## src/hdl/kvt_pkg.sv

```systemverilog
`default_nettype none

package kvt_pkg;

    localparam int KEY_W       = 32;
    localparam int VALUE_W     = 32;
    localparam int REQ_W       = 2;
    localparam int STATUS_W    = 2;
    localparam int SLOT_W      = 4;
    localparam int OCC_W       = 5;
    localparam int NUM_SLOTS_D = 16;

    // request codes
    localparam logic [REQ_W-1:0] REQ_ADD    = 2'd0;
    localparam logic [REQ_W-1:0] REQ_REMOVE = 2'd1;
    localparam logic [REQ_W-1:0] REQ_GET    = 2'd2;

    // result status codes
    localparam logic [STATUS_W-1:0] ST_OK        = 2'd0;
    localparam logic [STATUS_W-1:0] ST_PRESENT   = 2'd1;
    localparam logic [STATUS_W-1:0] ST_NOT_FOUND = 2'd2;
    localparam logic [STATUS_W-1:0] ST_FULL      = 2'd3;

    typedef struct packed {
        logic               valid;
        logic [KEY_W-1:0]   key;
        logic [VALUE_W-1:0] value;
    } entry_t;

endpackage

`default_nettype wire

```

## src/hdl/key_value_table_linear_search_top.sv

```systemverilog
`default_nettype none
// Key-value table with linear search over NUM_SLOTS slots.
// Request channel (s_*): s_tuser carries the request code (add, remove, get),
// s_tdata the key and the value word. A beat is taken when s_tvalid and
// s_tready are both high. Result channel (m_*): m_tuser carries the status,
// m_tdata the value found, the slot index and the occupied count.
// Every request gives exactly one result beat.
// One request at a time: a request is accepted in the idle cycle, then the
// slot memory is read one entry per cycle through the registered memory
// port, then the done state writes back and loads the result register.
// The next request is accepted only after the result register is loaded.
// After reset a clearing pass writes every slot empty, and s_tready stays
// low during it.
// A stalled result stays in the output register; the next request is still
// accepted and scanned, and its result waits until the register is free.
module key_value_table_linear_search_top #(
    parameter int NUM_SLOTS = kvt_pkg::NUM_SLOTS_D
) (
    input  wire logic        clk,
    input  wire logic        rst_n,
    input  wire logic        s_tvalid,
    output logic             s_tready,
    input  wire logic [63:0] s_tdata,   // [31:0] key, [63:32] value
    input  wire logic [1:0]  s_tuser,   // [1:0] req_type
    output logic             m_tvalid,
    input  wire logic        m_tready,
    output logic [47:0]      m_tdata,   // [31:0] value_out, [35:32] slot,
                                        // [40:36] occupied, [47:41] zero
    output logic [1:0]       m_tuser    // [1:0] status
);

    localparam int IDX_W = $clog2(NUM_SLOTS);
    localparam int CNT_W = $clog2(NUM_SLOTS + 1);

    typedef enum logic [3:0] {
        S_CLEAR = 4'b0001,
        S_IDLE  = 4'b0010,
        S_SCAN  = 4'b0100,
        S_DONE  = 4'b1000
    } state_t;

    // slot memory
    kvt_pkg::entry_t mem [NUM_SLOTS];
    kvt_pkg::entry_t rd_data_reg;
    logic [IDX_W-1:0] rd_addr;
    logic             mem_we;
    logic [IDX_W-1:0] mem_waddr;
    kvt_pkg::entry_t  mem_wdata;

    always_ff @(posedge clk)
    begin
        if (mem_we)
        begin
            mem[mem_waddr] <= mem_wdata;
        end
        rd_data_reg <= mem[rd_addr];
    end

    // control
    state_t            state_reg, state_next;
    logic [CNT_W-1:0]  cnt_reg, cnt_next;
    logic [CNT_W-1:0]  count_reg, count_next;
    logic              found_reg, found_next;
    logic              free_found_reg, free_found_next;
    logic              m_tvalid_reg, m_tvalid_next;

    // payload
    logic [kvt_pkg::REQ_W-1:0]   req_reg, req_next;
    logic [kvt_pkg::KEY_W-1:0]   key_reg, key_next;
    logic [kvt_pkg::VALUE_W-1:0] val_reg, val_next;
    logic [IDX_W-1:0]            hit_idx_reg, hit_idx_next;
    logic [kvt_pkg::VALUE_W-1:0] hit_val_reg, hit_val_next;
    logic [IDX_W-1:0]            free_idx_reg, free_idx_next;
    logic [IDX_W-1:0]            cmp_idx_reg, cmp_idx_next;
    logic [kvt_pkg::STATUS_W-1:0] out_status_reg, out_status_next;
    logic [kvt_pkg::VALUE_W-1:0] out_value_reg, out_value_next;
    logic [kvt_pkg::SLOT_W-1:0]  out_slot_reg, out_slot_next;
    logic [kvt_pkg::OCC_W-1:0]   out_occ_reg, out_occ_next;

    // result of the finished scan
    logic [kvt_pkg::STATUS_W-1:0] res_status;
    logic [kvt_pkg::VALUE_W-1:0]  res_value;
    logic [IDX_W-1:0]             res_idx;
    logic                         res_we;
    kvt_pkg::entry_t              res_wdata;
    logic [CNT_W-1:0]             res_count;
    logic [31:0]                  res_idx_ext;
    logic [31:0]                  res_count_ext;

    logic in_accept;
    logic out_free;
    logic out_load;

    assign in_accept = s_tvalid && s_tready;
    assign out_free  = !m_tvalid_reg || m_tready;
    assign out_load  = (state_reg == S_DONE) && out_free;
    assign rd_addr   = cnt_reg[IDX_W-1:0];

    always_comb
    begin
        res_status = kvt_pkg::ST_NOT_FOUND;
        res_value  = '0;
        res_idx    = '0;
        res_we     = 1'b0;
        res_wdata  = '0;
        res_count  = count_reg;
        case (req_reg)
            kvt_pkg::REQ_ADD:
            begin
                if (found_reg)
                begin
                    res_status = kvt_pkg::ST_PRESENT;
                    res_idx    = hit_idx_reg;
                end
                else if (free_found_reg)
                begin
                    res_status      = kvt_pkg::ST_OK;
                    res_idx         = free_idx_reg;
                    res_we          = 1'b1;
                    res_wdata.valid = 1'b1;
                    res_wdata.key   = key_reg;
                    res_wdata.value = val_reg;
                    res_count       = count_reg + CNT_W'(1);
                end
                else
                begin
                    res_status = kvt_pkg::ST_FULL;
                end
            end
            kvt_pkg::REQ_REMOVE, kvt_pkg::REQ_GET:
            begin
                if (found_reg)
                begin
                    res_status = kvt_pkg::ST_OK;
                    res_value  = hit_val_reg;
                    res_idx    = hit_idx_reg;
                    if (req_reg == kvt_pkg::REQ_REMOVE)
                    begin
                        // free the slot, key and value words stay
                        res_we          = 1'b1;
                        res_wdata.valid = 1'b0;
                        res_wdata.key   = key_reg;
                        res_wdata.value = hit_val_reg;
                        res_count       = count_reg - CNT_W'(1);
                    end
                end
            end
            default:
            begin
                res_status = kvt_pkg::ST_NOT_FOUND;
            end
        endcase
    end

    assign res_idx_ext   = 32'(res_idx);
    assign res_count_ext = 32'(res_count);

    always_comb
    begin
        state_next      = state_reg;
        cnt_next        = cnt_reg;
        count_next      = count_reg;
        found_next      = found_reg;
        free_found_next = free_found_reg;
        m_tvalid_next   = m_tvalid_reg && !m_tready;
        req_next        = req_reg;
        key_next        = key_reg;
        val_next        = val_reg;
        hit_idx_next    = hit_idx_reg;
        hit_val_next    = hit_val_reg;
        free_idx_next   = free_idx_reg;
        cmp_idx_next    = cmp_idx_reg;
        out_status_next = out_status_reg;
        out_value_next  = out_value_reg;
        out_slot_next   = out_slot_reg;
        out_occ_next    = out_occ_reg;
        mem_we          = 1'b0;
        mem_waddr       = cnt_reg[IDX_W-1:0];
        mem_wdata       = '0;
        s_tready        = 1'b0;

        case (state_reg)
            S_CLEAR:
            begin
                mem_we   = 1'b1;
                cnt_next = cnt_reg + CNT_W'(1);
                if (cnt_reg == CNT_W'(NUM_SLOTS - 1))
                begin
                    state_next = S_IDLE;
                end
            end
            S_IDLE:
            begin
                s_tready = 1'b1;
                if (in_accept)
                begin
                    req_next        = s_tuser;
                    key_next        = s_tdata[31:0];
                    val_next        = s_tdata[63:32];
                    cnt_next        = '0;
                    found_next      = 1'b0;
                    free_found_next = 1'b0;
                    state_next      = S_SCAN;
                end
            end
            S_SCAN:
            begin
                cmp_idx_next = cnt_reg[IDX_W-1:0];
                cnt_next     = cnt_reg + CNT_W'(1);
                // read data lags the address through the registered read port
                if (cnt_reg != '0)
                begin
                    if (rd_data_reg.valid && rd_data_reg.key == key_reg && !found_reg)
                    begin
                        found_next   = 1'b1;
                        hit_idx_next = cmp_idx_reg;
                        hit_val_next = rd_data_reg.value;
                    end
                    if (!rd_data_reg.valid && !free_found_reg)
                    begin
                        free_found_next = 1'b1;
                        free_idx_next   = cmp_idx_reg;
                    end
                end
                if (cnt_reg == CNT_W'(NUM_SLOTS))
                begin
                    state_next = S_DONE;
                end
            end
            S_DONE:
            begin
                if (out_free)
                begin
                    mem_we          = res_we;
                    mem_waddr       = res_idx;
                    mem_wdata       = res_wdata;
                    count_next      = res_count;
                    out_status_next = res_status;
                    out_value_next  = res_value;
                    out_slot_next   = res_idx_ext[kvt_pkg::SLOT_W-1:0];
                    out_occ_next    = res_count_ext[kvt_pkg::OCC_W-1:0];
                    m_tvalid_next   = 1'b1;
                    state_next      = S_IDLE;
                end
            end
            default:
            begin
                state_next = S_IDLE;
            end
        endcase
    end

    always_ff @(posedge clk or negedge rst_n)
    begin
        if (!rst_n)
        begin
            state_reg      <= S_CLEAR;
            cnt_reg        <= '0;
            count_reg      <= '0;
            found_reg      <= 1'b0;
            free_found_reg <= 1'b0;
            m_tvalid_reg   <= 1'b0;
        end
        else
        begin
            state_reg      <= state_next;
            cnt_reg        <= cnt_next;
            count_reg      <= count_next;
            found_reg      <= found_next;
            free_found_reg <= free_found_next;
            m_tvalid_reg   <= m_tvalid_next;
        end
    end

    always_ff @(posedge clk)
    begin
        req_reg        <= req_next;
        key_reg        <= key_next;
        val_reg        <= val_next;
        hit_idx_reg    <= hit_idx_next;
        hit_val_reg    <= hit_val_next;
        free_idx_reg   <= free_idx_next;
        cmp_idx_reg    <= cmp_idx_next;
        out_status_reg <= out_status_next;
        out_value_reg  <= out_value_next;
        out_slot_reg   <= out_slot_next;
        out_occ_reg    <= out_occ_next;
    end

    assign m_tvalid = m_tvalid_reg;
    assign m_tuser  = out_status_reg;
    assign m_tdata  = {7'b0, out_occ_reg, out_slot_reg, out_value_reg};

    a_count_bound: assert property (@(posedge clk) disable iff (!rst_n)
        count_reg <= CNT_W'(NUM_SLOTS))
        else $error("occupied count exceeds slot count");

    a_one_at_a_time: assert property (@(posedge clk) disable iff (!rst_n)
        in_accept |=> !s_tready && (state_reg == S_SCAN))
        else $error("request accepted while another is in flight");

    a_count_only_on_result: assert property (@(posedge clk) disable iff (!rst_n)
        !out_load |=> $stable(count_reg))
        else $error("occupied count changed without a result");

endmodule

`default_nettype wire
```

## config.mk

```make
export PLATFORM = sky130hd
export DESIGN_NAME = key_value_table_linear_search_top
export DESIGN_NICKNAME = d
export VERILOG_FILES = /design/src/hdl/kvt_pkg.sv /design/src/hdl/key_value_table_linear_search_top.sv
export SDC_FILE = /design/constraint.sdc
export NUM_CORES = 1
export LEC_CHECK = 0
export ABC_CLOCK_PERIOD_IN_PS = 7800
export BUFFER_PORTS_ARGS = -buffer_cell sky130_fd_sc_hd__buf_2
export CAP_MARGIN = 15
export CORE_ASPECT_RATIO = 0.75
export CORE_MARGIN = 4
export CORE_UTILIZATION = 45
export CTS_BUF_LIST = sky130_fd_sc_hd__clkbuf_16
export DETAILED_ROUTE_END_ITERATION = 6
export PLACE_DENSITY = 0.68
export SYNTH_ARGS = -nofsm -noshare
export SYNTH_HDL_FRONTEND = slang
export SYNTH_SLANG_ARGS = --single-unit
```

## constraint.sdc

```tcl
create_clock -name clk -period 7.8 [get_ports clk]
set_clock_uncertainty 0.1 [all_clocks]
set_input_delay 1.17 -clock clk [delete_from_list [all_inputs] [get_ports clk]]
set_output_delay 1.17 -clock clk [all_outputs]
set_load 0.01 [all_outputs]
```

==> tab_implementation.tex, run 1 <==
\begin{tabular}{lr}
\hline
Metric & Value \\
\hline
\multicolumn{2}{l}{\textbf{Setup path}} \\
\quad Critical path data required time & 8.02 ns \\
\quad Critical path buffers and inverters & 3 \\
\quad Worst-path maximum fanout & 28 \\
\quad Worst-path cell with the longest stage delay & sky130\_fd\_sc\_hd\_\_ha\_1 \\
\quad CP Launch Type & flop \\
\quad Depth of the critical timing path with buffers and inverters included & 9 \\
\quad Cell family with the largest share of critical-path delay & simple AND/OR/NAND/NOR gates \\
\quad End of the worst register-to-register path & mem[15][23] \\
\quad Ordered list of cells on the worst path & inv\_1, ha\_1, buf\_4, or2\_2, a31oi\_1, o31ai\_4, nand2b\_1, nor2\_4, buf\_4 \\
\quad Worst setup path class & reg -> reg \\
\quad FF-to-FF setup slack & $\sim$3.2 ns \\
\quad Data arrival time of the worst path & around 4.8 ns \\
\quad Setup crit end & mem[15][23] \\
\quad CP peak stage delay & approximately 0.84 ns \\
\quad Cell depth of the worst flop-to-flop path & 9 \\
\quad Startpoint of the worst register-to-register path & req\_reg[0] \\
\quad Critical path endpoint category & flop \\
\quad Start point of the critical path & req\_reg[0] \\
\quad Worst path most repeated cell & sky130\_fd\_sc\_hd\_\_buf\_4 \\
\multicolumn{2}{l}{\textbf{Detailed routing}} \\
\quad Number of nets still failing antenna checks after routing & 0 \\
\quad Via total after detailed routing & approximately 22000 \\
\quad Routed WL & roughly 100000 um \\
\quad Detailed router's first-iteration violation count & approximately 2600 \\
\quad Via density per instance & 5.79 \\
\quad DRC violations left & 0 \\
\quad Drt first pass iters & 5 \\
\quad Routed length per placed instance & around 28 um \\
\multicolumn{2}{l}{\textbf{Global routing}} \\
\quad Global routing usage summed across all routing layers & 0.187 \\
\quad Via count of the first global-routing pass & 22000 \\
\quad Initial antenna violation count & 4 \\
\quad Congestion Overflow GR & 0 \\
\quad Wire length of the first global-routing pass & approximately 150000 um \\
\quad Maximum number of pins on one net before global-route repair & 144 \\
\multicolumn{2}{l}{\textbf{STA}} \\
\quad Number of setup violations in the final report & 0 \\
\quad Part of the cycle the worst path needs & 0.591 \\
\quad Slew @ Worst Pin & between 1 and 1.5 ns \\
\quad Final Max Tran Viols & 0 \\
\quad RSZ-0062 raised after global routing & false \\
\quad TNS Setup & 0 ns \\
\quad Minimum clock period & 4.61 ns \\
\quad Worst max-slew margin expressed relative to the limit & 0.276 \\
\quad Number of endpoints with negative hold slack in the final report & 0 \\
\quad Peak Freq & 217 MHz \\
\multicolumn{2}{l}{\textbf{Power and ir drop}} \\
\quad Standby leakage power & 14.2 nW \\
\quad Final Total Pwr & roughly 14 mW \\
\quad Maximum vdd drop & $\sim$0.18 mV \\
\quad Power per cell area & between 200 and 300 nW/um\^{}2 \\
\multicolumn{2}{l}{\textbf{Die}} \\
\quad Std-Cell Core Area & about 100000 um\^{}2 \\
\quad Chip width & about 380 um \\
\quad Initial core utilization & 0.457 \\
\quad Floorplan die area & roughly 110000 um\^{}2 \\
\quad I/O pin count & between 100 and 150 \\
\quad FP Rows & between 100 and 150 \\
\quad Die height & approximately 290 um \\
\multicolumn{2}{l}{\textbf{Layout}} \\
\quad Area overhead of the layout relative to synthesis & 13.1\% \\
\quad Layout cell share with drive strength beyond 1 & 0.296 \\
\quad Antenna fix cells & 0 \\
\quad Post-route cell area & 53700 um\^{}2 \\
\quad Largest register FFs & between 1000 and 1500 \\
\quad Final standard cell utilization of the core & 0.516 \\
\quad Layout Nets & 2294 \\
\multicolumn{2}{l}{\textbf{Clocking}} \\
\quad Post-CTS sizing & 0 \\
\quad Post-CTS setup buffer count & 0 \\
\quad Clk Latency, worst-skew pair & 0.70 ns \\
\quad Root Buffer & sky130\_fd\_sc\_hd\_\_clkbuf\_16 \\
\quad Clock buffer count from CTS & 117 \\
\quad Clock slew at the register clock pins of the worst setup and hold paths & roughly 0.070 ns \\
\quad Number of buffers added to fix hold violations after cts & 0 \\
\quad Number of buffers on the longest clock path & 3 \\
\quad H-tree depth reported by CTS & 3 \\
\quad Clk sinks & about 1300 \\
\quad Clock tree from TritonCTS & done \\
\multicolumn{2}{l}{\textbf{Synth}} \\
\quad Synthesized area & about 48000 um\^{}2 \\
\quad Top post-synthesis cells by area & sky130\_fd\_sc\_hd\_\_edfxtp\_1 75\%, sky130\_fd\_sc\_hd\_\_mux4\_2 15\%, sky130\_fd\_sc\_hd\_\_dfxtp\_1 2.7\% \\
\quad Async set or reset register ratio after synthesis & 0.0133 \\
\quad Register bit total from synthesis & roughly 1300 \\
\quad Mean post-synth cell area & 23.2 um\^{}2 \\
\quad Post-synthesis sequential area ratio & 0.791 \\
\quad Prevailing post-synth register cell & sky130\_fd\_sc\_hd\_\_edfxtp\_1 \\
\quad Share of Yosys cell area claimed by the top area cell type & 0.754 \\
\quad Number of different library cells in the post-synthesis netlist & 57 \\
\quad EDFF count, synth & roughly 1200 \\
\quad Count of mapped cells out of synthesis & 2044 \\
\quad Cell taking the most area after synthesis & sky130\_fd\_sc\_hd\_\_edfxtp\_1 \\
\quad Warnings, synthesis & 0 \\
\multicolumn{2}{l}{\textbf{Placed design}} \\
\quad Count of input and output buffers & 114 \\
\quad Weighted congestion at the end of routability-driven global placement & about 0.8 \\
\quad Post-DP HPWL & around 55000 um \\
\quad Post-Place Cell Area & roughly 50000 um\^{}2 \\
\multicolumn{2}{l}{\textbf{Min path}} \\
\quad Tightest Hold Check Type & reg -> reg \\
\multicolumn{2}{l}{\textbf{Outcome}} \\
\quad Run status & completed \\
\multicolumn{2}{l}{\textbf{Flow run}} \\
\quad MaxCap Viol Count & 0 \\
\hline
\end{tabular}
==> power by group <==
part	internal (mW)	switching (mW)
registers	7.50	0.158
logic	0.547	0.777
clock network	3.07	2.45
==> cells by family (layout without fill, tap and decap cells) <==
family                     after synthesis  in the layout  synth area share
and+or+nand+nor                        191            191            0.0218
adders and majority gates                8              8           0.00211
AOI/OAI and AO/OA                       74             74            0.0114
muxes                                  335            335             0.156
xor gates and xnor gates                34             34           0.00627
other                                    1              7         0.0000789
buffers and inverters                  126            396            0.0114
DFF                                   1275           1275             0.791
==> per-layer routing <==
layer / global-route usage / share of wire / wire length (um)
met5: 0 / 0 / 0
met4: 0.0432 / 0.020 / 2040
met3: 0.0401 / 0.082 / 8400
met2: 0.279 / 0.46 / 46900
met1: 0.285 / 0.44 / 45600
==> worst reg2reg max path: stages (launching register included) <==
cell and delay (ns):
sky130_fd_sc_hd__edfxtp_1 0.39, sky130_fd_sc_hd__inv_1 0.07, sky130_fd_sc_hd__ha_1 0.84, sky130_fd_sc_hd__buf_4 0.40, sky130_fd_sc_hd__or2_2 0.20, sky130_fd_sc_hd__a31oi_1 0.18
sky130_fd_sc_hd__o31ai_4 0.35, sky130_fd_sc_hd__nand2b_1 0.29, sky130_fd_sc_hd__nor2_4 0.79, sky130_fd_sc_hd__buf_4 0.62
==> Yosys cell counts, types with 2 or more instances <==
| library cell | n |
|---|---|
| sky130_fd_sc_hd__mux4_2 | 325 |
| sky130_fd_sc_hd__mux2i_1 | 2 |
| sky130_fd_sc_hd__edfxtp_1 | 1193 |
| sky130_fd_sc_hd__inv_1 | 13 |
| sky130_fd_sc_hd__o2bb2ai_1 | 2 |
| sky130_fd_sc_hd__nand2b_1 | 5 |
| sky130_fd_sc_hd__buf_2 | 25 |
| sky130_fd_sc_hd__xor2_1 | 32 |
| sky130_fd_sc_hd__and4b_1 | 3 |
| sky130_fd_sc_hd__or2_2 | 2 |
| sky130_fd_sc_hd__xnor2_1 | 2 |
| sky130_fd_sc_hd__nor4_1 | 12 |
| sky130_fd_sc_hd__a31oi_1 | 6 |
| sky130_fd_sc_hd__nand4_1 | 4 |
| sky130_fd_sc_hd__clkbuf_1 | 74 |
| sky130_fd_sc_hd__nor2_1 | 65 |
| sky130_fd_sc_hd__nand3_1 | 2 |
| sky130_fd_sc_hd__nor2b_1 | 3 |
| sky130_fd_sc_hd__nand2_1 | 12 |
| sky130_fd_sc_hd__ha_1 | 8 |
| sky130_fd_sc_hd__nor3_1 | 5 |
| sky130_fd_sc_hd__o21bai_1 | 4 |
| sky130_fd_sc_hd__dfxtp_1 | 65 |
| sky130_fd_sc_hd__and3_1 | 36 |
| sky130_fd_sc_hd__a22o_1 | 3 |
| sky130_fd_sc_hd__buf_4 | 8 |
| sky130_fd_sc_hd__a22oi_1 | 33 |
| sky130_fd_sc_hd__and2_1 | 31 |
| sky130_fd_sc_hd__dfrtp_1 | 16 |
| sky130_fd_sc_hd__o21ai_0 | 6 |
| sky130_fd_sc_hd__buf_1 | 5 |
| sky130_fd_sc_hd__mux2_2 | 8 |
| sky130_fd_sc_hd__nor4b_1 | 3 |
| sky130_fd_sc_hd__a21oi_1 | 8 |
==> worst min path at each step <==
stage	startpoint	endpoint	slack [ns]	cells after the start
2_1_floorplan	rd_data_reg[0]	hit_val_reg[0]	0.29	0
3_3_place_gp	rd_data_reg[24]	hit_val_reg[24]	0.29	0
3_5_place_dp	rd_data_reg[0]	hit_val_reg[0]	0.29	0
4_1_cts	rst_n	free_found_reg	0.29	1
5_1_grt	rd_data_reg[9]	hit_val_reg[9]	0.31	0
6_report	rd_data_reg[9]	hit_val_reg[9]	0.30	0
==> placed cells by master (no fill, tap or decap), types with 16 or more instances in the layout <==
master                      Yosys  final
sky130_fd_sc_hd__mux4_2       325    325
sky130_fd_sc_hd__a22oi_1       33     33
sky130_fd_sc_hd__and3_1        36     35
sky130_fd_sc_hd__buf_4          8     37
sky130_fd_sc_hd__inv_1         13     46
sky130_fd_sc_hd__clkbuf_16      0    119
sky130_fd_sc_hd__dfxtp_1       65     65
sky130_fd_sc_hd__edfxtp_1    1193   1193
sky130_fd_sc_hd__xor2_1        32     32
sky130_fd_sc_hd__clkinv_1       0     29
sky130_fd_sc_hd__clkinv_2       0     19
sky130_fd_sc_hd__and2_1        31     30
sky130_fd_sc_hd__nor2_1        65     49
sky130_fd_sc_hd__nor2_4         0     16
sky130_fd_sc_hd__buf_2         25    115
==> stage by stage <==
step / std cells / setup slack [ns] / hold slack, ns
after floorplan: 2050 / 2.11 / 0.286
after global placement: 3500 / 2.79 / 0.288
after detailed placement: 3500 / 2.66 / 0.289
after CTS: 3723 / 3.12 / 0.285
after global routing: 3724 / 2.96 / 0.308
final: 3724 / 3.19 / 0.301
==> area by class of cell <==
cell class,instances,area [um^2]
multi-input cells,649,9570
inverters,13,48.8
fillers,7909,50300
well taps,1404,1760
clock buffers,119,2980
flip-flops and latches,1275,37600
repair buffers,160,1010
clock inverters,104,772
Note: power is estimated with default switching activity, not from simulation.
==> inputs of run 2 (changes only) <==
ABC_CLOCK_PERIOD_IN_PS = 4300   (was 7800)
clock period = 4.3 ns   (was 7.8 ns; I/O delays follow)
==> run 2 against run 1 <==
Effect of this change:
- non-clock buffer count rose by 55
- global-route usage rose by 0.55 points
- flip-flop and latch count did not move
- routed wire length rose by 3.0%
- sequential power rose by 80%
- setup slack got worse by 2.7 ns
- critical path depth fell by 1
- core utilization rose by 0.66 points
- critical endpoint is now mem[2][9]
==> tab_implementation.tex, run 2 (same netlist as run 1, synthesis figures left out) <==
\begin{tabular}{lr}
\hline
Metric & Value \\
\hline
\multicolumn{2}{l}{\textbf{Setup path}} \\
\quad FF-to-FF setup slack & 0.53 ns (was 3.19 ns) \\
\quad Startpoint of the worst register-to-register path & state\_reg[1] (was req\_reg[0]) \\
\quad Data arrival time of the worst path & 3.99 ns (was 4.83 ns) \\
\quad Ordered list of cells on the worst path & or4b\_4, nand2b\_1, inv\_2, buf\_4, o211a\_1, o21ai\_0, nor2\_4, buf\_12 (was inv\_1, ha\_1, buf\_4, or2\_2, a31oi\_1, o31ai\_4, nand2b\_1, nor2\_4, buf\_4) \\
\quad CP peak stage delay & 0.68 ns (was 0.84 ns) \\
\quad Critical path data required time & 4.53 ns (was 8.02 ns) \\
\quad Worst-path cell with the longest stage delay & sky130\_fd\_sc\_hd\_\_nor2\_4 (was sky130\_fd\_sc\_hd\_\_ha\_1) \\
\quad Cell depth of the worst flop-to-flop path & 8 (was 9) \\
\quad Worst setup path class & reg -> reg (unchanged) \\
\quad Cell family with the largest share of critical-path delay & simple AND/OR/NAND/NOR gates (unchanged) \\
\quad CP Launch Type & flop (unchanged) \\
\quad Critical path buffers and inverters & 3 (unchanged) \\
\quad Critical path endpoint category & flop (unchanged) \\
\quad Worst-path maximum fanout & 49 (was 28) \\
\quad End of the worst register-to-register path & mem[2][9] (was mem[15][23]) \\
\multicolumn{2}{l}{\textbf{Power and ir drop}} \\
\quad Standby leakage power & 14.5 nW (was 14.2 nW) \\
\quad Power per cell area & 485 nW/um\^{}2 (was 270 nW/um\^{}2) \\
\quad Maximum vdd drop & 0.497 mV (was 0.180 mV) \\
\multicolumn{2}{l}{\textbf{Clocking}} \\
\quad Number of buffers on the longest clock path & 3 (unchanged) \\
\quad Root Buffer & sky130\_fd\_sc\_hd\_\_clkbuf\_16 (unchanged) \\
\quad Clock tree from TritonCTS & done (unchanged) \\
\quad Clock buffer count from CTS & 115 (was 117) \\
\quad Clk sinks & 1275 (unchanged) \\
\quad Post-CTS setup buffer count & 0 (unchanged) \\
\quad Post-CTS sizing & 0 (unchanged) \\
\quad H-tree depth reported by CTS & 3 (unchanged) \\
\quad Clock slew at the register clock pins of the worst setup and hold paths & 0.07 ns (about the same) \\
\quad Clk Latency, worst-skew pair & 0.69 ns (was 0.70 ns) \\
\multicolumn{2}{l}{\textbf{Placed design}} \\
\quad Post-DP HPWL & 54600 um (was 55300 um) \\
\quad Post-Place Cell Area & 50300 um\^{}2 (was 50000 um\^{}2) \\
\quad Pre-CTS setup slack & 0.582 ns (was 2.66 ns) \\
\quad \# placed instances & 3513 (was 3500) \\
\quad Count of input and output buffers & 114 (unchanged) \\
\quad Weighted congestion at the end of routability-driven global placement & 0.821 (was 0.786) \\
\multicolumn{2}{l}{\textbf{STA}} \\
\quad Number of setup violations in the final report & 0 (unchanged) \\
\quad RSZ-0062 raised after global routing & false (unchanged) \\
\quad Slew @ Worst Pin & 1.26 ns (was 1.09 ns) \\
\quad Final Max Tran Viols & 0 (unchanged) \\
\quad TNS Setup & 0 ns (unchanged) \\
\quad Part of the cycle the worst path needs & 0.876 (was 0.591) \\
\quad Number of endpoints with negative hold slack in the final report & 0 (unchanged) \\
\quad Final worst setup slack & 0.534 ns (was 3.19 ns) \\
\quad Peak Freq & 266 MHz (was 217 MHz) \\
\quad Worst max-slew margin expressed relative to the limit & 0.160 (was 0.276) \\
\quad Minimum clock period & 3.77 ns (was 4.61 ns) \\
\multicolumn{2}{l}{\textbf{Global routing}} \\
\quad Maximum number of pins on one net before global-route repair & 164 (was 144) \\
\quad Initial antenna violation count & 2 (was 4) \\
\quad Wire length of the first global-routing pass & 155000 um (was 152000 um) \\
\quad Gr busiest metal & met1 (unchanged) \\
\quad Via count of the first global-routing pass & 22300 (was 22000) \\
\quad Congestion Overflow GR & 0 (unchanged) \\
\quad Met3 track demand over resource in global routing & 0.0438 (was 0.0401) \\
\quad Met2 layer usage reported by global route & 0.287 (was 0.279) \\
\quad Global routing usage summed across all routing layers & 0.192 (was 0.187) \\
\quad GR Layer Usage met1 & 0.291 (was 0.285) \\
\multicolumn{2}{l}{\textbf{Detailed routing}} \\
\quad Number of nets still failing antenna checks after routing & 0 (unchanged) \\
\quad DRC violations left & 0 (unchanged) \\
\quad Routed WL & 106000 um (was 103000 um) \\
\quad Via density per instance & 5.82 (was 5.79) \\
\quad Routed length per placed instance & 28.1 um (was 27.6 um) \\
\quad Drt first pass iters & 5 (unchanged) \\
\quad Detailed router's first-iteration violation count & 2652 (was 2569) \\
\quad Via total after detailed routing & 22000 (was 21500) \\
\multicolumn{2}{l}{\textbf{Flow run}} \\
\quad MaxCap Viol Count & 0 (unchanged) \\
\multicolumn{2}{l}{\textbf{Layout}} \\
\quad Number of fill cells & 7799 (was 7909) \\
\quad Fin cells & 3774 (was 3724) \\
\quad Layout cell share with drive strength beyond 1 & 0.296 (about the same) \\
\quad Antenna fix cells & 0 (unchanged) \\
\quad Most frequent cells in the layout & 1193 x sky130\_fd\_sc\_hd\_\_edfxtp\_1, 325 x sky130\_fd\_sc\_hd\_\_mux4\_2, 117 x sky130\_fd\_sc\_hd\_\_clkbuf\_16 (was 1193 x sky130\_fd\_sc\_hd\_\_edfxtp\_1, 325 x sky130\_fd\_sc\_hd\_\_mux4\_2, 119 x sky130\_fd\_sc\_hd\_\_clkbuf\_16) \\
\quad Post-route cell area & 54400 um\^{}2 (was 53700 um\^{}2) \\
\quad Most common cell after layout, fill and taps aside & sky130\_fd\_sc\_hd\_\_edfxtp\_1 (unchanged) \\
\quad Area overhead of the layout relative to synthesis & 14.5\% (was 13.1\%) \\
\quad Layout Nets & 2347 (was 2294) \\
\quad Largest register FFs & 1040 (unchanged) \\
\multicolumn{2}{l}{\textbf{Die}} \\
\quad I/O pin count & 122 (unchanged) \\
\quad Std-Cell Core Area & 104000 um\^{}2 (unchanged) \\
\quad Chip width & 383 um (unchanged) \\
\quad Die height & 289 um (unchanged) \\
\quad Initial core utilization & 0.457 (unchanged) \\
\quad Floorplan die area & 111000 um\^{}2 (unchanged) \\
\quad FP Rows & 102 (unchanged) \\
\multicolumn{2}{l}{\textbf{Min path}} \\
\quad Min-delay src & s\_tdata[31] (was rd\_data\_reg[9]) \\
\quad Tightest Hold Check Type & in -> reg (was reg -> reg) \\
\quad Number of cells on the worst hold path & 1 (was 0) \\
\quad Worst hold endpoint & key\_reg[31] (was hit\_val\_reg[9]) \\
\multicolumn{2}{l}{\textbf{Outcome}} \\
\quad Run status & completed (unchanged) \\
\hline
\end{tabular}
-- run 2: changes by cell type in the layout (fill, tap and decap cells not counted), sizes merged --
cell and delta:
dlygate4sd3 +43, buf +12, inv -9, clkinv +5
bufinv +2, clkbuf -2, clkinvlp -1
-- run 2: timing repair --
action,in CTS,in global routing
hold buffers,42,1
setup endpoints to repair,0,0
endpoints found under the hold margin,57,1
-- run 2: layer usage --
layer  up-vias  wire [um]
met1     11700      45300
li1       9048          -
met2      1020      48400
met4         2       2620
met5         -          8
met3       177       9560
-- run 2: worst register-to-register path, cell delays in order, from the launching register on --
cell	delay, ns
sky130_fd_sc_hd__dfrtp_1	0.42
sky130_fd_sc_hd__or4b_4	0.58
sky130_fd_sc_hd__nand2b_1	0.29
sky130_fd_sc_hd__inv_2	0.16
sky130_fd_sc_hd__buf_4	0.29
sky130_fd_sc_hd__o211a_1	0.21
sky130_fd_sc_hd__o21ai_0	0.16
sky130_fd_sc_hd__nor2_4	0.68
sky130_fd_sc_hd__buf_12	0.48
-- run 2: layout make-up --
class	count	area [um^2]	area share
Clock buffer	117	2930	0.0538
Sequential cell	1275	37600	0.691
Multi-Input combinational cell	649	9590	0.176
Tap cell	1404	1760	0.0323
Timing Repair Buffer	215	1720	0.0317
Clock inverter	101	774	0.0142
Inverter	13	48.8	0.000897
-- run 2: power by group --
part / leakage (nW) / total (mW) / switching [mW] / internal [mW]
clock network: 1.90 / 9.99 / 4.39 / 5.60
logic: 3.10 / 2.57 / 1.52 / 1.05
registers: 9.47 / 13.8 / 0.224 / 13.6
total: 14.5 / 26.4 / 6.13 / 20.3
-- run 2: metrics by stage --
step | utilization | total power, mW | hold slack (ns)
after CTS | 0.523 | 26.7 | 0.000130
after global routing | 0.523 | 27.4 | 0.00136
after detailed placement | 0.483 | 16.7 | 0.289
final | 0.523 | 26.4 | 0.0466
after global placement | 0.483 | 16.7 | 0.288
after floorplan | - | 15.9 | 0.249
-- run 2: worst max path at each step --
stage / cells past startpoint / slack [ns] / from / to
after floorplan: 7 / -1.07 / state_reg[1] / mem[0][0]
after global placement: 8 / 0.67 / state_reg[1] / mem[2][9]
after detailed placement: 8 / 0.58 / state_reg[1] / mem[2][9]
after CTS: 8 / 0.55 / state_reg[1] / mem[2][8]
after global routing: 8 / 0.43 / state_reg[1] / mem[2][9]
final: 8 / 0.53 / state_reg[1] / mem[2][9]
==> inputs of run 3 (changes only) <==
ABC_CLOCK_PERIOD_IN_PS = 4670   (was 4300)
clock period = 4.67 ns   (was 4.3 ns; I/O delays follow)
==> run 3 against run 2 <==
Effect of this change:
- via count shrank 1.6%
- sequential power shrank 7%
- core utilization shrank 0.42 points
- non-clock buffer count shrank 42
- die area is the same
- combinational power shrank 12%
- clock power shrank 8.5%
- final cell count shrank 1.2%
- design area shrank 0.81%
- maximum frequency grew 0.52%
- flip-flop and latch count is the same
- global-route usage shrank 0.16 points
==> tab_implementation.tex, run 3 (same netlist as run 1, synthesis figures left out) <==
\begin{tabular}{lr}
\hline
Metric & Value \\
\hline
\multicolumn{2}{l}{\textbf{Layout}} \\
\quad Largest register FFs & 1040 (unchanged) \\
\quad Area overhead of the layout relative to synthesis & 13.6\% (was 14.5\%) \\
\quad Antenna fix cells & 0 (unchanged) \\
\quad Number of fill cells & 7847 (was 7799) \\
\quad Final standard cell utilization of the core & 0.519 (was 0.523) \\
\quad Sequential cell area & 37600 um\^{}2 (unchanged) \\
\quad Layout Nets & 2304 (was 2347) \\
\quad Most frequent cells in the layout & 1193 x sky130\_fd\_sc\_hd\_\_edfxtp\_1, 325 x sky130\_fd\_sc\_hd\_\_mux4\_2, 115 x sky130\_fd\_sc\_hd\_\_clkbuf\_16 (was 1193 x sky130\_fd\_sc\_hd\_\_edfxtp\_1, 325 x sky130\_fd\_sc\_hd\_\_mux4\_2, 117 x sky130\_fd\_sc\_hd\_\_clkbuf\_16) \\
\quad Layout cell share with drive strength beyond 1 & 0.307 (was 0.296) \\
\quad Footprint of the multi-input gates & 9590 um\^{}2 (unchanged) \\
\quad Fin cells & 3730 (was 3774) \\
\quad Most common cell after layout, fill and taps aside & sky130\_fd\_sc\_hd\_\_edfxtp\_1 (unchanged) \\
\multicolumn{2}{l}{\textbf{Setup path}} \\
\quad Cell depth of the worst flop-to-flop path & 6 (was 8) \\
\quad Worst-path maximum fanout & 50 (was 49) \\
\quad Data arrival time of the worst path & 3.94 ns (was 3.99 ns) \\
\quad Startpoint of the worst register-to-register path & found\_reg (was state\_reg[1]) \\
\quad End of the worst register-to-register path & mem[4][42] (was mem[2][9]) \\
\quad Critical path data required time & 4.87 ns (was 4.53 ns) \\
\quad Worst setup path class & reg -> reg (unchanged) \\
\quad Critical path endpoint category & flop (unchanged) \\
\quad CP Launch Type & flop (unchanged) \\
\quad FF-to-FF setup slack & 0.92 ns (was 0.53 ns) \\
\multicolumn{2}{l}{\textbf{Power and ir drop}} \\
\quad Maximum vdd drop & 0.346 mV (was 0.497 mV) \\
\quad Clock power share & 0.378 (was 0.379) \\
\quad Standby leakage power & 14.3 nW (was 14.5 nW) \\
\quad Power share of the sequential group & 0.529 (was 0.524) \\
\quad Final Total Pwr & 24.2 mW (was 26.4 mW) \\
\quad Cell-internal power & 18.5 mW (was 20.3 mW) \\
\quad Part of the power in combinational logic & 0.093 (was 0.097) \\
\quad Switching share of power & 0.233 (was 0.232) \\
\quad Power per cell area & 448 nW/um\^{}2 (was 485 nW/um\^{}2) \\
\quad Net switching power & 5.64 mW (was 6.13 mW) \\
\multicolumn{2}{l}{\textbf{Placed design}} \\
\quad \# placed instances & 3512 (was 3513) \\
\quad Weighted congestion at the end of routability-driven global placement & 0.779 (was 0.821) \\
\quad Count of input and output buffers & 114 (unchanged) \\
\quad Post-DP HPWL & 55700 um (was 54600 um) \\
\multicolumn{2}{l}{\textbf{Clocking}} \\
\quad H-tree depth reported by CTS & 3 (unchanged) \\
\quad Clock tree from TritonCTS & done (unchanged) \\
\quad Clk Latency, worst-skew pair & 0.69 ns (about the same) \\
\quad Post-CTS setup buffer count & 0 (unchanged) \\
\quad Clock slew at the register clock pins of the worst setup and hold paths & 0.07 ns (about the same) \\
\quad Clock buffer count from CTS & 114 (was 115) \\
\quad Clk sinks & 1275 (unchanged) \\
\quad Number of buffers on the longest clock path & 3 (unchanged) \\
\quad Root Buffer & sky130\_fd\_sc\_hd\_\_clkbuf\_16 (unchanged) \\
\multicolumn{2}{l}{\textbf{Detailed routing}} \\
\quad Met3 routed WL & 7920 um (was 9560 um) \\
\quad Met1 wire length & 45300 um (about the same) \\
\quad Drt first pass iters & 5 (unchanged) \\
\quad Via density per instance & 5.80 (was 5.82) \\
\quad Routed WL & 105000 um (was 106000 um) \\
\quad Uppermost layer routed & met4 (was met5) \\
\quad Via total after detailed routing & 21600 (was 22000) \\
\quad Detailed router's first-iteration violation count & 2472 (was 2652) \\
\quad DRC violations left & 0 (unchanged) \\
\quad Routed length per placed instance & 28.1 um (about the same) \\
\quad Routed met2 length & 49400 um (was 48400 um) \\
\quad Number of nets still failing antenna checks after routing & 0 (unchanged) \\
\multicolumn{2}{l}{\textbf{STA}} \\
\quad Slew @ Worst Pin & 1.04 ns (was 1.26 ns) \\
\quad Worst max-slew margin expressed relative to the limit & 0.306 (was 0.160) \\
\quad Number of setup violations in the final report & 0 (unchanged) \\
\quad Minimum clock period & 3.75 ns (was 3.77 ns) \\
\quad Number of endpoints with negative hold slack in the final report & 0 (unchanged) \\
\quad Final Max Tran Viols & 0 (unchanged) \\
\quad Peak Freq & 267 MHz (was 266 MHz) \\
\quad Worst hold slack & 0.0854 ns (was 0.0466 ns) \\
\quad Part of the cycle the worst path needs & 0.802 (was 0.876) \\
\quad RSZ-0062 raised after global routing & false (unchanged) \\
\multicolumn{2}{l}{\textbf{Die}} \\
\quad Die height & 289 um (unchanged) \\
\quad Floorplan die area & 111000 um\^{}2 (unchanged) \\
\quad Chip width & 383 um (unchanged) \\
\quad Std-Cell Core Area & 104000 um\^{}2 (unchanged) \\
\quad FP Rows & 102 (unchanged) \\
\quad I/O pin count & 122 (unchanged) \\
\quad Initial core utilization & 0.457 (unchanged) \\
\multicolumn{2}{l}{\textbf{Global routing}} \\
\quad Via count of the first global-routing pass & 22300 (about the same) \\
\quad Wire length of the first global-routing pass & 154000 um (was 155000 um) \\
\quad Maximum number of pins on one net before global-route repair & 154 (was 164) \\
\quad Initial antenna violation count & 2 (unchanged) \\
\quad Global routing usage summed across all routing layers & 0.191 (was 0.192) \\
\quad Congestion Overflow GR & 0 (unchanged) \\
\multicolumn{2}{l}{\textbf{Outcome}} \\
\quad Run status & completed (unchanged) \\
\multicolumn{2}{l}{\textbf{Min path}} \\
\quad Number of cells on the worst hold path & 1 (unchanged) \\
\quad Tightest Hold Check Type & in -> reg (unchanged) \\
\quad Min-delay src & s\_tdata[14] (was s\_tdata[31]) \\
\quad Worst hold endpoint & key\_reg[14] (was key\_reg[31]) \\
\multicolumn{2}{l}{\textbf{Flow run}} \\
\quad MaxCap Viol Count & 0 (unchanged) \\
\hline
\end{tabular}
==> run 3: cell count changes in the layout (fill, tap and decap cells not counted), moves of 2 or more <==
cell | previous run | this run
sky130_fd_sc_hd__clkinvlp_4 | 4 | 11
sky130_fd_sc_hd__inv_16 | 2 | 0
sky130_fd_sc_hd__inv_1 | 34 | 32
sky130_fd_sc_hd__dlygate4sd3_1 | 43 | 1
sky130_fd_sc_hd__clkinv_2 | 19 | 27
sky130_fd_sc_hd__clkinv_1 | 36 | 25
sky130_fd_sc_hd__clkbuf_16 | 117 | 115
==> run 3: what timing repair did <==
action | 4_1_cts | 5_1_grt
hold buffers | 1 | 0
resized for setup | 0 | 0
endpoints found under the hold margin | 16 | 0
==> run 3: power by group through the flow <==
| stage | logic, mW | registers, mW | clock network (mW) |
|---|---|---|---|
| floorplan | 1.83 | 12.8 | 0 |
| global placement | 2.28 | 13.0 | 0 |
| detailed placement | 2.31 | 13.0 | 0 |
| CTS | 2.32 | 12.8 | 9.34 |
| global route | 2.44 | 12.8 | 9.86 |
| finish | 2.25 | 12.8 | 9.14 |
==> run 3: worst max path at each step <==
stage                 start    endpoint  slack [ns]  cells past startpoint
6_report          found_reg  mem[4][42]        0.92                      6
5_1_grt          req_reg[0]  mem[4][42]        0.72                      9
3_5_place_dp       m_tready  mem[0][43]        0.85                      9
3_3_place_gp       m_tready  mem[0][45]        0.92                      9
4_1_cts           found_reg  mem[0][30]        0.81                      6
2_1_floorplan  state_reg[1]   mem[0][0]       -0.70                      7
==> run 3: per-layer routing <==
metal / GRT usage / vias to the layer above
li1: - / 8950
met1: 0.287 / 11600
met2: 0.295 / 875
met3: 0.0332 / 151
met4: 0.0457 / 0
met5: 0 / -
==> run 3: through the flow <==
stage               instance area [um^2]  setup slack, ns  TNS [ns]
floorplan                          47600           -0.700   -182.09
CTS                                53900            0.809         0
detailed placement                 50300            0.853         0
finish                             54000            0.923         0
global placement                   50300            0.917         0
global route                       54000            0.717         0
==> run 3: worst max-delay path, cell delays in order (launching register included) <==
cell and delay (ns):
sky130_fd_sc_hd__dfrtp_2 0.96, sky130_fd_sc_hd__and4b_1 0.29, sky130_fd_sc_hd__a31oi_1 0.43, sky130_fd_sc_hd__o211a_1 0.28
sky130_fd_sc_hd__o21bai_1 0.25, sky130_fd_sc_hd__nor2_4 0.18, sky130_fd_sc_hd__buf_4 0.80
==> run 3: cell type report <==
cell class,count,share of cell area
multi-input cells,649,0.178
inverters,13,0.000904
repair buffers,173,0.0241
clock inverters,101,0.0150
flip-flops and latches,1275,0.696
well taps,1404,0.0326
clock buffers,115,0.0533
